**config.mk**
```make
export PLATFORM = sky130hd
export DESIGN_NAME = uyvy_to_rgb555_crop
export DESIGN_NICKNAME = d
export VERILOG_FILES = /design/src/hdl/uyrc_pkg.sv /design/src/hdl/uyrc_conv.sv /design/src/hdl/uyrc_crop.sv /design/src/hdl/uyvy_to_rgb555_crop.sv
export SDC_FILE = /design/constraint.sdc
export NUM_CORES = 1
export LEC_CHECK = 0
export BUFFER_PORTS_ARGS = -buffer_cell sky130_fd_sc_hd__buf_2
export CELL_PAD_IN_SITES_DETAIL_PLACEMENT = 0
export CELL_PAD_IN_SITES_GLOBAL_PLACEMENT = 1
export CORE_ASPECT_RATIO = 1.1
export CORE_UTILIZATION = 30
export CTS_BUF_LIST = sky130_fd_sc_hd__clkbuf_4
export DETAILED_ROUTE_END_ITERATION = 10
export GPL_TIMING_DRIVEN = 0
export PLACE_DENSITY = 0.53
export SETUP_SLACK_MARGIN = 0.3
export SLEW_MARGIN = 20
export SYNTH_ARGS = -nofsm -noshare
export SYNTH_HDL_FRONTEND = slang
export SYNTH_HIERARCHICAL = 1
export SYNTH_SLANG_ARGS = --single-unit
export TNS_END_PERCENT = 5
```
**constraint.sdc**
```tcl
create_clock -name clk_i -period 15.6 [get_ports clk_i]
set_input_delay 0 -clock clk_i [delete_from_list [all_inputs] [get_ports clk_i]]
set_output_delay 0 -clock clk_i [all_outputs]
set_load 0.005 [all_outputs]
```
**src/hdl/uyrc_pkg.sv**
```systemverilog
// ----------------------------------------------------------------------------
// UYVY to RGB555 crop package
// Shared payload types, register indexes and register reset values.
// ----------------------------------------------------------------------------
`timescale 1ns / 1ps

package uyrc_pkg;

  localparam int unsigned CFG_W = 12;

  typedef enum logic [1:0] {
    REG_SRC_PAIRS = 2'd0,
    REG_DST_PAIRS = 2'd1,
    REG_SRC_ROWS  = 2'd2,
    REG_DST_ROWS  = 2'd3
  } cfg_reg_e;

  localparam logic [CFG_W-1:0] SRC_PAIRS_RST = 12'd160;
  localparam logic [CFG_W-1:0] DST_PAIRS_RST = 12'd160;
  localparam logic [CFG_W-1:0] SRC_ROWS_RST  = 12'd240;
  localparam logic [CFG_W-1:0] DST_ROWS_RST  = 12'd240;

  typedef struct packed {
    logic [7:0] chroma_u;
    logic [7:0] luma_first;
    logic [7:0] chroma_v;
    logic [7:0] luma_second;
    logic       frame_start;
  } uyrc_in_t;

  typedef struct packed {
    logic [15:0] first_pixel;
    logic [15:0] second_pixel;
    logic        row_end;
  } uyrc_out_t;

  typedef struct packed {
    logic keep;
    logic row_end;
  } uyrc_crop_t;

endpackage

```
**src/hdl/uyrc_conv.sv**
```systemverilog
// ----------------------------------------------------------------------------
// UYVY pair color converter
// Converts one UYVY word into two RGB555 pixels with BT.601 coefficients.
// ----------------------------------------------------------------------------
`timescale 1ns / 1ps

module uyrc_conv
  import uyrc_pkg::*;
(
  input  logic [7:0]  chroma_u_i,
  input  logic [7:0]  chroma_v_i,
  input  logic [7:0]  luma_first_i,
  input  logic [7:0]  luma_second_i,
  output logic [15:0] first_pixel_o,
  output logic [15:0] second_pixel_o
);

  localparam logic signed [19:0] K_Y    = 20'sd298;
  localparam logic signed [19:0] K_RV   = 20'sd409;
  localparam logic signed [19:0] K_GU   = 20'sd100;
  localparam logic signed [19:0] K_GV   = 20'sd208;
  localparam logic signed [19:0] K_BU   = 20'sd516;
  localparam logic signed [19:0] Y_OFS  = 20'sd16;
  localparam logic signed [19:0] C_OFS  = 20'sd128;
  localparam logic signed [19:0] ROUND  = 20'sd128;

  logic signed [19:0] d;
  logic signed [19:0] e;
  logic signed [19:0] r_term;
  logic signed [19:0] g_term;
  logic signed [19:0] b_term;

  function automatic logic [4:0] chan5(logic signed [19:0] s);
    logic [4:0] v;
    if (s[19]) begin
      v = 5'd0;
    end else if (|s[18:16]) begin
      v = 5'h1f;
    end else begin
      v = s[15:11];
    end
    return v;
  endfunction

  function automatic logic [15:0] pack_pixel(logic [7:0] y, logic signed [19:0] rk,
                                             logic signed [19:0] gk,
                                             logic signed [19:0] bk);
    logic signed [19:0] c;
    c = ($signed({12'd0, y}) - Y_OFS) * K_Y + ROUND;
    return {1'b1, chan5(c + bk), chan5(c + gk), chan5(c + rk)};
  endfunction

  always_comb begin
    d      = $signed({12'd0, chroma_u_i}) - C_OFS;
    e      = $signed({12'd0, chroma_v_i}) - C_OFS;
    r_term = K_RV * e;
    g_term = -(K_GU * d) - (K_GV * e);
    b_term = K_BU * d;
  end

  assign first_pixel_o  = pack_pixel(luma_first_i, r_term, g_term, b_term);
  assign second_pixel_o = pack_pixel(luma_second_i, r_term, g_term, b_term);

endmodule

```
**src/hdl/uyrc_crop.sv**
```systemverilog
// ----------------------------------------------------------------------------
// UYVY crop control
// Holds the size registers and the column and row counters, and decides for
// each accepted word whether it lies in the kept area.
// ----------------------------------------------------------------------------
`timescale 1ns / 1ps

module uyrc_crop
  import uyrc_pkg::*;
#(
  parameter int unsigned MAX_PAIRS_PER_ROW = 2048,
  parameter int unsigned MAX_ROWS          = 2048
) (
  input  logic             clk_i,
  input  logic             rst_ni,
  input  logic             cfg_we_i,
  input  logic [1:0]       cfg_idx_i,
  input  logic [CFG_W-1:0] cfg_data_i,
  input  logic             fire_i,
  input  logic             frame_start_i,
  output uyrc_crop_t       crop_o
);

  localparam int unsigned CW  = $clog2(MAX_PAIRS_PER_ROW);
  localparam int unsigned RW  = $clog2(MAX_ROWS);
  localparam int unsigned SWW = $clog2(MAX_PAIRS_PER_ROW + 1);
  localparam int unsigned SHW = $clog2(MAX_ROWS + 1);
  localparam int unsigned EWW = (SWW > CFG_W) ? SWW : CFG_W;
  localparam int unsigned EHW = (SHW > CFG_W) ? SHW : CFG_W;

  logic [CFG_W-1:0] src_pairs_q, dst_pairs_q, src_rows_q, dst_rows_q;
  logic [CW-1:0]    col_q, col_d, cc;
  logic [RW-1:0]    row_q, row_d, rc;
  logic             over_q, over_d, fo;
  logic [SWW-1:0]   sw, dw, kw;
  logic [SHW-1:0]   sh, dh, kh;

  function automatic logic [SWW-1:0] eff_w(logic [CFG_W-1:0] r);
    logic [EWW-1:0] ext;
    logic [SWW-1:0] v;
    ext = EWW'(r);
    if (r == '0) begin
      v = SWW'(1);
    end else if (ext > EWW'(MAX_PAIRS_PER_ROW)) begin
      v = SWW'(MAX_PAIRS_PER_ROW);
    end else begin
      v = SWW'(ext);
    end
    return v;
  endfunction

  function automatic logic [SHW-1:0] eff_h(logic [CFG_W-1:0] r);
    logic [EHW-1:0] ext;
    logic [SHW-1:0] v;
    ext = EHW'(r);
    if (r == '0) begin
      v = SHW'(1);
    end else if (ext > EHW'(MAX_ROWS)) begin
      v = SHW'(MAX_ROWS);
    end else begin
      v = SHW'(ext);
    end
    return v;
  endfunction

  always_ff @(posedge clk_i or negedge rst_ni) begin
    if (!rst_ni) begin
      src_pairs_q <= SRC_PAIRS_RST;
      dst_pairs_q <= DST_PAIRS_RST;
      src_rows_q  <= SRC_ROWS_RST;
      dst_rows_q  <= DST_ROWS_RST;
    end else if (cfg_we_i) begin
      unique case (cfg_idx_i)
        REG_SRC_PAIRS: src_pairs_q <= cfg_data_i;
        REG_DST_PAIRS: dst_pairs_q <= cfg_data_i;
        REG_SRC_ROWS:  src_rows_q  <= cfg_data_i;
        REG_DST_ROWS:  dst_rows_q  <= cfg_data_i;
        default: ;
      endcase
    end
  end

  always_comb begin
    sw = eff_w(src_pairs_q);
    dw = eff_w(dst_pairs_q);
    sh = eff_h(src_rows_q);
    dh = eff_h(dst_rows_q);
    kw = (sw < dw) ? sw : dw;
    kh = (sh < dh) ? sh : dh;

    cc = frame_start_i ? '0 : col_q;
    rc = frame_start_i ? '0 : row_q;
    fo = frame_start_i ? 1'b0 : over_q;

    crop_o.keep    = !fo && (SWW'(cc) < kw) && (SHW'(rc) < kh);
    crop_o.row_end = (SWW'(cc) == kw - SWW'(1));

    col_d  = cc;
    row_d  = rc;
    over_d = fo;
    if (!fo) begin
      if (SWW'(cc) >= sw - SWW'(1)) begin
        col_d = '0;
        if (SHW'(rc) >= sh - SHW'(1)) begin
          over_d = 1'b1;
        end else begin
          row_d = rc + RW'(1);
        end
      end else begin
        col_d = cc + CW'(1);
      end
    end
  end

  always_ff @(posedge clk_i or negedge rst_ni) begin
    if (!rst_ni) begin
      col_q  <= '0;
      row_q  <= '0;
      over_q <= 1'b0;
    end else if (fire_i) begin
      col_q  <= col_d;
      row_q  <= row_d;
      over_q <= over_d;
    end
  end

endmodule

```
**src/hdl/uyvy_to_rgb555_crop.sv**
```systemverilog
// ----------------------------------------------------------------------------
// UYVY to RGB555 converter with crop
// Converts UYVY 4:2:2 words to pairs of RGB555 pixels and crops the source
// frame to the smaller of the source and destination sizes.
// ----------------------------------------------------------------------------
//  Channel  Direction  Handshake                 Payload
//  in       input      in_valid_i / in_stall_o   in_data_i  (uyrc_in_t)
//  out      output     out_valid_o / out_stall_i out_data_o (uyrc_out_t)
//  cfg      input      cfg_we_i                  cfg_idx_i, cfg_data_i
//
// One word can be accepted every cycle unless the input stalls; a kept word
// passes through the input register, then the result register, to the output.
// Words outside the kept area are dropped at the input and only advance
// the counters. Reset clears the counters and loads the default sizes.
// A stall at the output holds the result register, and the input stalls
// only when the input register is full and cannot move forward.
// ----------------------------------------------------------------------------
`timescale 1ns / 1ps

module uyvy_to_rgb555_crop
  import uyrc_pkg::*;
#(
  parameter int unsigned MAX_PAIRS_PER_ROW = 2048,
  parameter int unsigned MAX_ROWS          = 2048
) (
  input  logic             clk_i,
  input  logic             rst_ni,
  input  logic             cfg_we_i,
  input  logic [1:0]       cfg_idx_i,
  input  logic [CFG_W-1:0] cfg_data_i,
  input  logic             in_valid_i,
  output logic             in_stall_o,
  input  uyrc_in_t         in_data_i,
  output logic             out_valid_o,
  input  logic             out_stall_i,
  output uyrc_out_t        out_data_o
);

  logic       in_fire;
  logic       s1_adv;
  uyrc_crop_t crop;

  logic       s1_valid_q;
  uyrc_in_t   s1_data_q;
  logic       s1_row_end_q;
  logic       out_valid_q;
  uyrc_out_t  out_data_q;
  logic [15:0] first_pixel, second_pixel;

  assign s1_adv     = s1_valid_q && (!out_valid_q || !out_stall_i);
  assign in_stall_o = s1_valid_q && !s1_adv;
  assign in_fire    = in_valid_i && !in_stall_o;

  uyrc_crop #(
    .MAX_PAIRS_PER_ROW (MAX_PAIRS_PER_ROW),
    .MAX_ROWS          (MAX_ROWS)
  ) u_crop (
    .clk_i         (clk_i),
    .rst_ni        (rst_ni),
    .cfg_we_i      (cfg_we_i),
    .cfg_idx_i     (cfg_idx_i),
    .cfg_data_i    (cfg_data_i),
    .fire_i        (in_fire),
    .frame_start_i (in_data_i.frame_start),
    .crop_o        (crop)
  );

  uyrc_conv u_conv (
    .chroma_u_i     (s1_data_q.chroma_u),
    .chroma_v_i     (s1_data_q.chroma_v),
    .luma_first_i   (s1_data_q.luma_first),
    .luma_second_i  (s1_data_q.luma_second),
    .first_pixel_o  (first_pixel),
    .second_pixel_o (second_pixel)
  );

  always_ff @(posedge clk_i or negedge rst_ni) begin
    if (!rst_ni) begin
      s1_valid_q  <= 1'b0;
      out_valid_q <= 1'b0;
    end else begin
      if (in_fire) begin
        s1_valid_q <= crop.keep;
      end else if (s1_adv) begin
        s1_valid_q <= 1'b0;
      end
      if (s1_adv) begin
        out_valid_q <= 1'b1;
      end else if (!out_stall_i) begin
        out_valid_q <= 1'b0;
      end
    end
  end

  always_ff @(posedge clk_i) begin
    if (in_fire && crop.keep) begin
      s1_data_q    <= in_data_i;
      s1_row_end_q <= crop.row_end;
    end
    if (s1_adv) begin
      out_data_q.first_pixel  <= first_pixel;
      out_data_q.second_pixel <= second_pixel;
      out_data_q.row_end      <= s1_row_end_q;
    end
  end

  assign out_valid_o = out_valid_q;
  assign out_data_o  = out_data_q;

endmodule

```
## Word level (Yosys, flattened, before mapping)

Cells that the tools add are included.

- Word-level logic and storage cells: 120
- Register bits after elaboration: 137
- Output and inout port bits: 35

- Mux-type cells: 31
- Multiply operators: 6
- Order comparisons: 10
- Add/sub/neg operators: 19
- Reduce and logical (&&, ||, !) cells: 28
- Eq/ne operators: 5

Operator list:

| kind | count |
|---|---|
| adder 20 bit | 6 |
| 2-to-1 mux 12 bit | 10 |
| 2-to-1 mux 11 bit | 7 |
| greater-than comparator 12 bit, second input constant | 4 |
| zero test 12 bit | 4 |
| adder 20 x 9 -> 20 bit, second input constant | 2 |
| multiplier 20 x 9 -> 19 bit, second input constant | 2 |
| subtractor 12 x 1 -> 12 bit, second input constant | 3 |
| 2-to-1 mux 5 bit | 6 |
| >= comparator 11 x 12 -> 1 bit | 2 |
| < comparator 11 x 12 -> 1 bit | 2 |
| < comparator 12 bit | 2 |
| adder 11 x 1 -> 11 bit, second input constant | 2 |
| multiplier 10 x 20 -> 20 bit, first input constant | 1 |
| multiplier 5 x 20 -> 16 bit, first input constant | 1 |
| multiplier 6 x 20 -> 18 bit, first input constant | 1 |
| multiplier 9 x 20 -> 18 bit, first input constant | 1 |
| negation 20 bit | 1 |
| subtractor 20 bit | 1 |
| OR reduction 3 bit | 6 |
| subtractor 8 x 5 -> 9 bit, second input constant | 2 |
| subtractor 8 x 8 -> 9 bit, second input constant | 2 |
| == test 11 x 12 -> 1 bit | 1 |
| 2-to-1 mux 1 bit | 8 |
| 9 further kinds | 22 |

## Depth between registers and ports, before layout

Gate-level depths: netlist (run 1).

- Depth in word-level cells: 9
- Depth in mapped cells: 32
- Gate-level depth less buffers: 31

## By module

Netlist (run 1), hierarchy kept.

Modules (own cells, without submodules):

| module | cells each | instances | area an instance (um^2) |
|---|---|---|---|
| uyrc_conv | 1,266 | 1 | 10,622.7 |
| uyrc_crop | 693 | 1 | 6,291.0 |
| uyvy_to_rgb555_crop | 76 | 1 | 2,079.5 |

## Worst setup path before layout (run 1)

Ideal clock, no wire load.

- Path type: register to register
- Start point: reg u_crop.src_pairs_q[8]
- End point: reg s1_data_q[10] (netlist name), enable pin
- Clock period less this slack: 6.720 ns
- Arrival time: 6.297 ns
- Slack: 8.880 ns
- Library setup time: 0.423 ns
- Cell stages (with the launch flop): 25
- Path through: dfrtp_1 nor3_1 nand2_1 o41ai_1 nand2_1 inv_1 ha_1 o21ai_0 o22ai_1 o41ai_2 nand3_4 buf_4 buf_1 mux2i_1 ha_1 nor2b_1 o21a_1 o21ai_0 nand2b_1 a21oi_1 maj3_1 a21oi_1 a2111oi_0 nand2_1 nor2_1

RTL lines:

| element | RTL line | text |
|---|---|---|
| start, declared | uyrc_crop.sv:31 | `logic [CFG_W-1:0] src_pairs_q, dst_pairs_q, src_rows_q, dst_rows_q;` |
| start signal, assigned | uyrc_crop.sv:74 | `REG_SRC_PAIRS: src_pairs_q <= cfg_data_i;` |
| end signal, assigned | uyvy_to_rgb555_crop.sv:97 | `s1_data_q <= in_data_i;` |
| end, declared | uyvy_to_rgb555_crop.sv:44 | `uyrc_in_t s1_data_q;` |

## Final worst setup path (run 1)

- Start point: reg s1_data_q[21] (netlist name)
- End point: reg out_data_q (netlist bit out_data_o[25]) (data pin)

- Cells in the longest elaborated chain, start to end: 6

Ends and longest elaborated chain:

| element | RTL line | text |
|---|---|---|
| subtractor 8 x 5 -> 9 bit (*) | uyrc_conv.sv:49 | `c = ($signed({12'd0, y}) - Y_OFS) * K_Y + ROUND;` |
| multiplier 20 x 9 -> 19 bit (*) | uyrc_conv.sv:49 |  |
| adder 20 x 9 -> 20 bit (*) | uyrc_conv.sv:49 |  |
| adder 20 bit (*) | uyrc_conv.sv:50 | `return {1'b1, chan5(c + bk), chan5(c + gk), chan5(c + rk)};` |
| OR reduction 3 bit | uyrc_conv.sv:37 | `end else if (\|s[18:16]) begin` |
| 2-to-1 mux 5 bit | uyrc_conv.sv:37 |  |
| end, declared | uyvy_to_rgb555_crop.sv:47 | `uyrc_out_t out_data_q;` |

Mark *: on every way between the ends. The rest lies on a longest branch, timed or not.
A chain may end at the register's enable or synchronous reset.

==> results of run 1 <==
==> tightest hold or removal path, delay by kind of cell <==
kind | cells | cell delay [ns]
muxes | 1 | 0.17
buffers and inverters | 2 | 0.70
==> per-stage QoR <==
step	setup WS, ns	utilization (%)	cells	hold slack [ns]
6_report	7.95	35.0	3095	0.132
3_3_place_gp	6.53	32.8	2955	0.179
3_5_place_dp	7.92	32.9	2958	-0.0834
5_1_grt	7.37	35.0	3095	0.0180
4_1_cts	7.84	34.9	3087	0.00504
2_1_floorplan	8.88	-	2036	-0.296
==> sequential cells by signal, indices dropped and copies added, names as in the netlist, 11 cells and up <==
| register | flops |
|---|---|
| u_crop/col_q | 11 |
| u_crop/src_rows_q | 12 |
| out_data_o | 33 |
| u_crop/row_q | 11 |
| u_crop/src_pairs_q | 12 |
| u_crop/dst_pairs_q | 12 |
| s1_data_q | 32 |
| u_crop/dst_rows_q | 12 |
==> routing by layer <==
layer / part of all wire [%] / up-vias
met4: 2.1 / 0
li1: - / 7747
met2: 51 / 175
met3: 2.0 / 51
met1: 44 / 7061
met5: 0 / -
==> kinds of logic after synthesis <==
kind of cell | Yosys count | share of synthesized area [%]
and+or+nand+nor | 513 | 14.1
muxes | 70 | 4.13
xor gates and xnor gates | 173 | 8.25
adders and majority gates | 462 | 32.4
buffers and inverters | 244 | 4.94
DFF | 139 | 20.1
other | 1 | 0.0197
AOI/OAI and AO/OA | 433 | 16.0
==> area by class of cell <==
cell class | count | area [sq um] | share of cell area (%)
clock inverters | 15 | 154 | 0.704
flip-flops and latches | 139 | 3820 | 17.5
well taps | 833 | 1040 | 4.77
multi-input cells | 1653 | 14300 | 65.2
inverters | 209 | 785 | 3.59
repair buffers | 187 | 1490 | 6.83
diodes | 7 | 17.5 | 0.0802
plain buffers | 35 | 154 | 0.704
clock buffers | 17 | 128 | 0.584
==> final timing paths <==
path | from | cells after the start | to
max | s1_data_q[21] | 24 | out_data_o[25]
min | cfg_data_i[7] | 3 | u_crop/dst_pairs_q[7]
max reg2reg | s1_data_q[21] | 24 | out_data_o[25]
min reg2reg | s1_row_end_q | 0 | out_data_o[0]
max in group asynchronous | rst_ni | 5 | u_crop/dst_rows_q[7]
min in group asynchronous | rst_ni | 4 | u_crop/col_q[2]
==> Yosys cell counts (38+ instances only) <==
| cell type | count |
|---|---|
| xor2_1 | 57 |
| xnor2_1 | 109 |
| o21a_1 | 48 |
| fa_1 | 50 |
| inv_1 | 207 |
| nand2_1 | 112 |
| o21ai_0 | 65 |
| mux2_2 | 54 |
| ha_1 | 410 |
| nor3_1 | 38 |
| a21oi_1 | 101 |
| dfrtp_1 | 61 |
| edfxtp_1 | 66 |
| nor2_1 | 111 |
| nor2b_1 | 63 |
==> out/results.ini, run 1 <==
[yosys]
ys_seq_area_share_pct=20.1
synth_warnings=6
ys.flop_type=edfxtp_1
synthCells=2035
synth_top_cell_by_area=ha_1
syn_avg_cell_area_sq_um=9.33
ys_types=103
synth_top_area_share_pct=27.0
syn_area_sq_um=19000
async_flop_share_pct=52.5
synth_edf_count=66
ys_ff_latch=139
synthTopCellsByArea=ha_1, edfxtp_1, dfrtp_1, fa_1, xnor2_1

[critical_path]
crit_required_ns=16.10
crit_slowest_cell=or4b_1
crit_type=reg2reg
crit_arrival_ns=8.15
crit_chain=inv_1, ha_1, nor3b_1, clkbuf_1, ha_1, ha_1, inv_1, fa_1, fa_1, inv_1, ha_1, a211oi_1, o21ai_1, a21oi_1, xnor2_1, or4b_1, xnor2_1, ha_1, and3_1, a211oi_1, nor2_1, a211oi_1, xnor2_2, nor2b_1
cp_max_fo=13
endpoint_kind=register
path_delay_family=adder cells
cp_num_buf_inv=4
critPathMostFrequentCell=ha_1
start_kind=register
max_stage_delay_ns=0.59
r2r_setup_slack_ns=7.95

[hold_path]
hold_path.class=in2reg

[clock_tree]
cts_root_buf=clkbuf_4
clk_pin_slew_ns=0.17
cts_hold_buf=97
cts_buffers=17
cts_tree=yes
clockBufferDepth=2
cts_resized=0
clock_latency_ns=0.77
post_cts_buffers=0
htree_num_levels=4
clock-sinks=139

[routing]
drt_wl_total_mm=51.7
drcViolationCount=0
dr.pass1.iters=4
routedWlPerCell_microns=16.7
final_antenna_net_count=0
drt_iter0_drc=536
viasPerCell=4.86
vias=15000

[layout]
layout_commonest_cell=ha_1
synthToLayoutAreaGrowth_pct=15.0
final_nets=2754
final_area_sq_um=21800
drive_above_1_share_pct=11.4
fill_cells=6500
layout_common_cells=ha_1, inv_1, nand2_1

[placed_design]
gp_congestion=0.828
dpl_cell_area_sq_um=20600
hpwl_mm=43.5
portBuffers=86

[die]
rows=96
fp.dieH_microns=266
io_pins=87
start_util_pct=30.4
die_w_microns=242
coreArea_sq_um=62500
dieArea_sq_um=64300

[global_routing]
met3_usage_pct=2.28
antenna_found_initial=2
grt_max_degree=56
met2_usage_pct=30.6
grt_pass1_wl_mm=82.7
grt_overflow=0
grt.met1_usage_pct=19.4
grt_usage_pct=16.5
first_global_vias=15400
grt_busiest_layer=met2

[sta]
timing.setup.tns_ns=0
fmax_mhz=131
slew_violations=0
setup_viol=0
skew_ns=0.0334
rsz0062_at_grt=false
hold_viol=0
period_needed_ns=7.65
slew_headroom_pct=28.8
tightest_slew_ns=1.05
finalCritPeriodShare_pct=49.0

[status]
status=finished clean

[run]
maxCapViolCount=0

Power of run 1 is not shown: default switching activity piles up to over one toggle a cycle in this logic, so the estimate is an artifact.
==> run 2: changes to the inputs <==
==> constraint.sdc (replaced) <==
create_clock -name clk_i -period 7.4 [get_ports clk_i]
set_input_delay 0 -clock clk_i [delete_from_list [all_inputs] [get_ports clk_i]]
set_output_delay 0 -clock clk_i [all_outputs]
set_load 0.005 [all_outputs]
==> run 2 against run 1 <==
Effect of this change:
- count of clock-buffer cells in the layout unchanged
- first-iteration DRC count down 11%
- utilization up 1.1 points
- via count up 0.71%
- non-clock buffer count up 33
- final area up 3.2%
- die area unchanged
- critical path type unchanged
==> out/results.ini, run 2 (same netlist as run 1, synthesis figures left out) <==
[placed_design]
hpwl_mm=43.5
place_ws_ns=-0.283
portBuffers=86
dpl_cell_area_sq_um=20600
gp_congestion=0.828

[die]
rows=96
die_w_microns=242
fp.dieH_microns=266
start_util_pct=30.4
dieArea_sq_um=64300
coreArea_sq_um=62500
io_pins=87

[status]
status=finished clean

[sta]
hold_viol=0
slew_violations=0
skew_ns=0.0338
finalWorstSetupSlack_ns=0.541
rsz0062_at_grt=true
fmax_mhz=146
finalCritPeriodShare_pct=92.7
period_needed_ns=6.86
timing.setup.tns_ns=0
setup_viol=0
whs_ns=0.120
tightest_slew_ns=1.04
slew_headroom_pct=29.6

[global_routing]
grt_pass1_wl_mm=82.9
grt_usage_pct=16.6
grt_max_degree=56
grt_overflow=0
first_global_vias=15500
antenna_found_initial=2

[layout]
drive_above_1_share_pct=15.1
layout_common_cells=ha_1, inv_1, nand2_1
synthToLayoutAreaGrowth_pct=18.7
final_nets=2787
layout_commonest_cell=ha_1
largest_register_ffs=33
final_area_sq_um=22500

[critical_path]
endpoint_kind=register
start_kind=register
cp_max_fo=13
crit_type=reg2reg
crit_arrival_ns=7.38
crit_required_ns=7.92

[clock_tree]
cts_tree=yes
clock-sinks=139
htree_num_levels=4
cts_buffers=17
clock_latency_ns=0.78
cts_root_buf=clkbuf_4
clockBufferDepth=2
clk_pin_slew_ns=0.17

[hold_path]
hold_path.class=in2reg

[routing]
drcViolationCount=0
viasPerCell=4.84
dr.pass1.iters=4
drt_iter0_drc=475
vias=15100
routedWlPerCell_microns=16.6
final_antenna_net_count=0
drt_wl_total_mm=52.0

[run]
maxCapViolCount=0

[run 2: cell type report]
cell class | instances | area (sq um)
Fill cell | 6442 | 39900
Multi-Input combinational cell | 1653 | 14700
Sequential cell | 139 | 3820
Timing Repair Buffer | 221 | 1760
Tap cell | 833 | 1040
Inverter | 209 | 785
Buffer | 34 | 155
Clock inverter | 15 | 154
Clock buffer | 17 | 128
Antenna cell | 7 | 17.5
[run 2: metal layers]
layer	track usage, %	part of all wire [%]	wire (microns)	vias up
li1	-	-	-	7799
met1	19.4	44	23100	7142
met2	30.7	52	26900	151
met3	2.28	1.8	951	48
met4	5.59	2.1	1090	0
met5	0	0	0	-
[run 2: what timing repair did]
item	in CTS	in global routing
hold buffers	97	1
resized for setup	28	49
pin swaps	5	8
endpoints found under the hold margin	237	14
setup endpoints to repair	63	64
buffers inserted	10	24
[run 2: final timing paths]
check	start	end	slack (ns)	cells past startpoint
min in group asynchronous	rst_ni	u_crop/col_q[2]	0.39	4
max in group asynchronous	rst_ni	u_crop/dst_rows_q[7]	6.23	5
worst min register to register	s1_row_end_q	out_data_o[0]	0.48	0
worst max register to register	s1_data_q[5]	out_data_o[6]	0.54	25
worst max-delay path	s1_data_q[5]	out_data_o[6]	0.54	25
worst min-delay path	cfg_data_i[10]	u_crop/dst_pairs_q[10]	0.12	3
[run 2: critical path, stage by stage, from the launching register on]
cell	delay, ns
edfxtp_1	0.47
inv_2	0.10
ha_2	0.21
and2_1	0.15
buf_6	0.17
ha_1	0.29
ha_1	0.31
inv_1	0.07
fa_1	0.44
fa_1	0.54
inv_1	0.04
ha_1	0.34
and3_1	0.24
a22o_1	0.27
o41ai_4	0.28
xor2_2	0.20
or3b_4	0.44
xor2_4	0.24
ha_4	0.25
nor2b_1	0.13
a311o_1	0.32
or4_1	0.42
a211oi_1	0.23
a41o_2	0.15
a31oi_2	0.06
o21a_1	0.27
[run 2: stage by stage]
stage	instances	utilization [%]
3_3_place_gp	2955	32.8
4_1_cts	3097	35.4
6_report	3128	36.1
2_1_floorplan	2036	-
3_5_place_dp	2958	32.9
5_1_grt	3128	36.1
Power of run 2 is left out for the same reason.
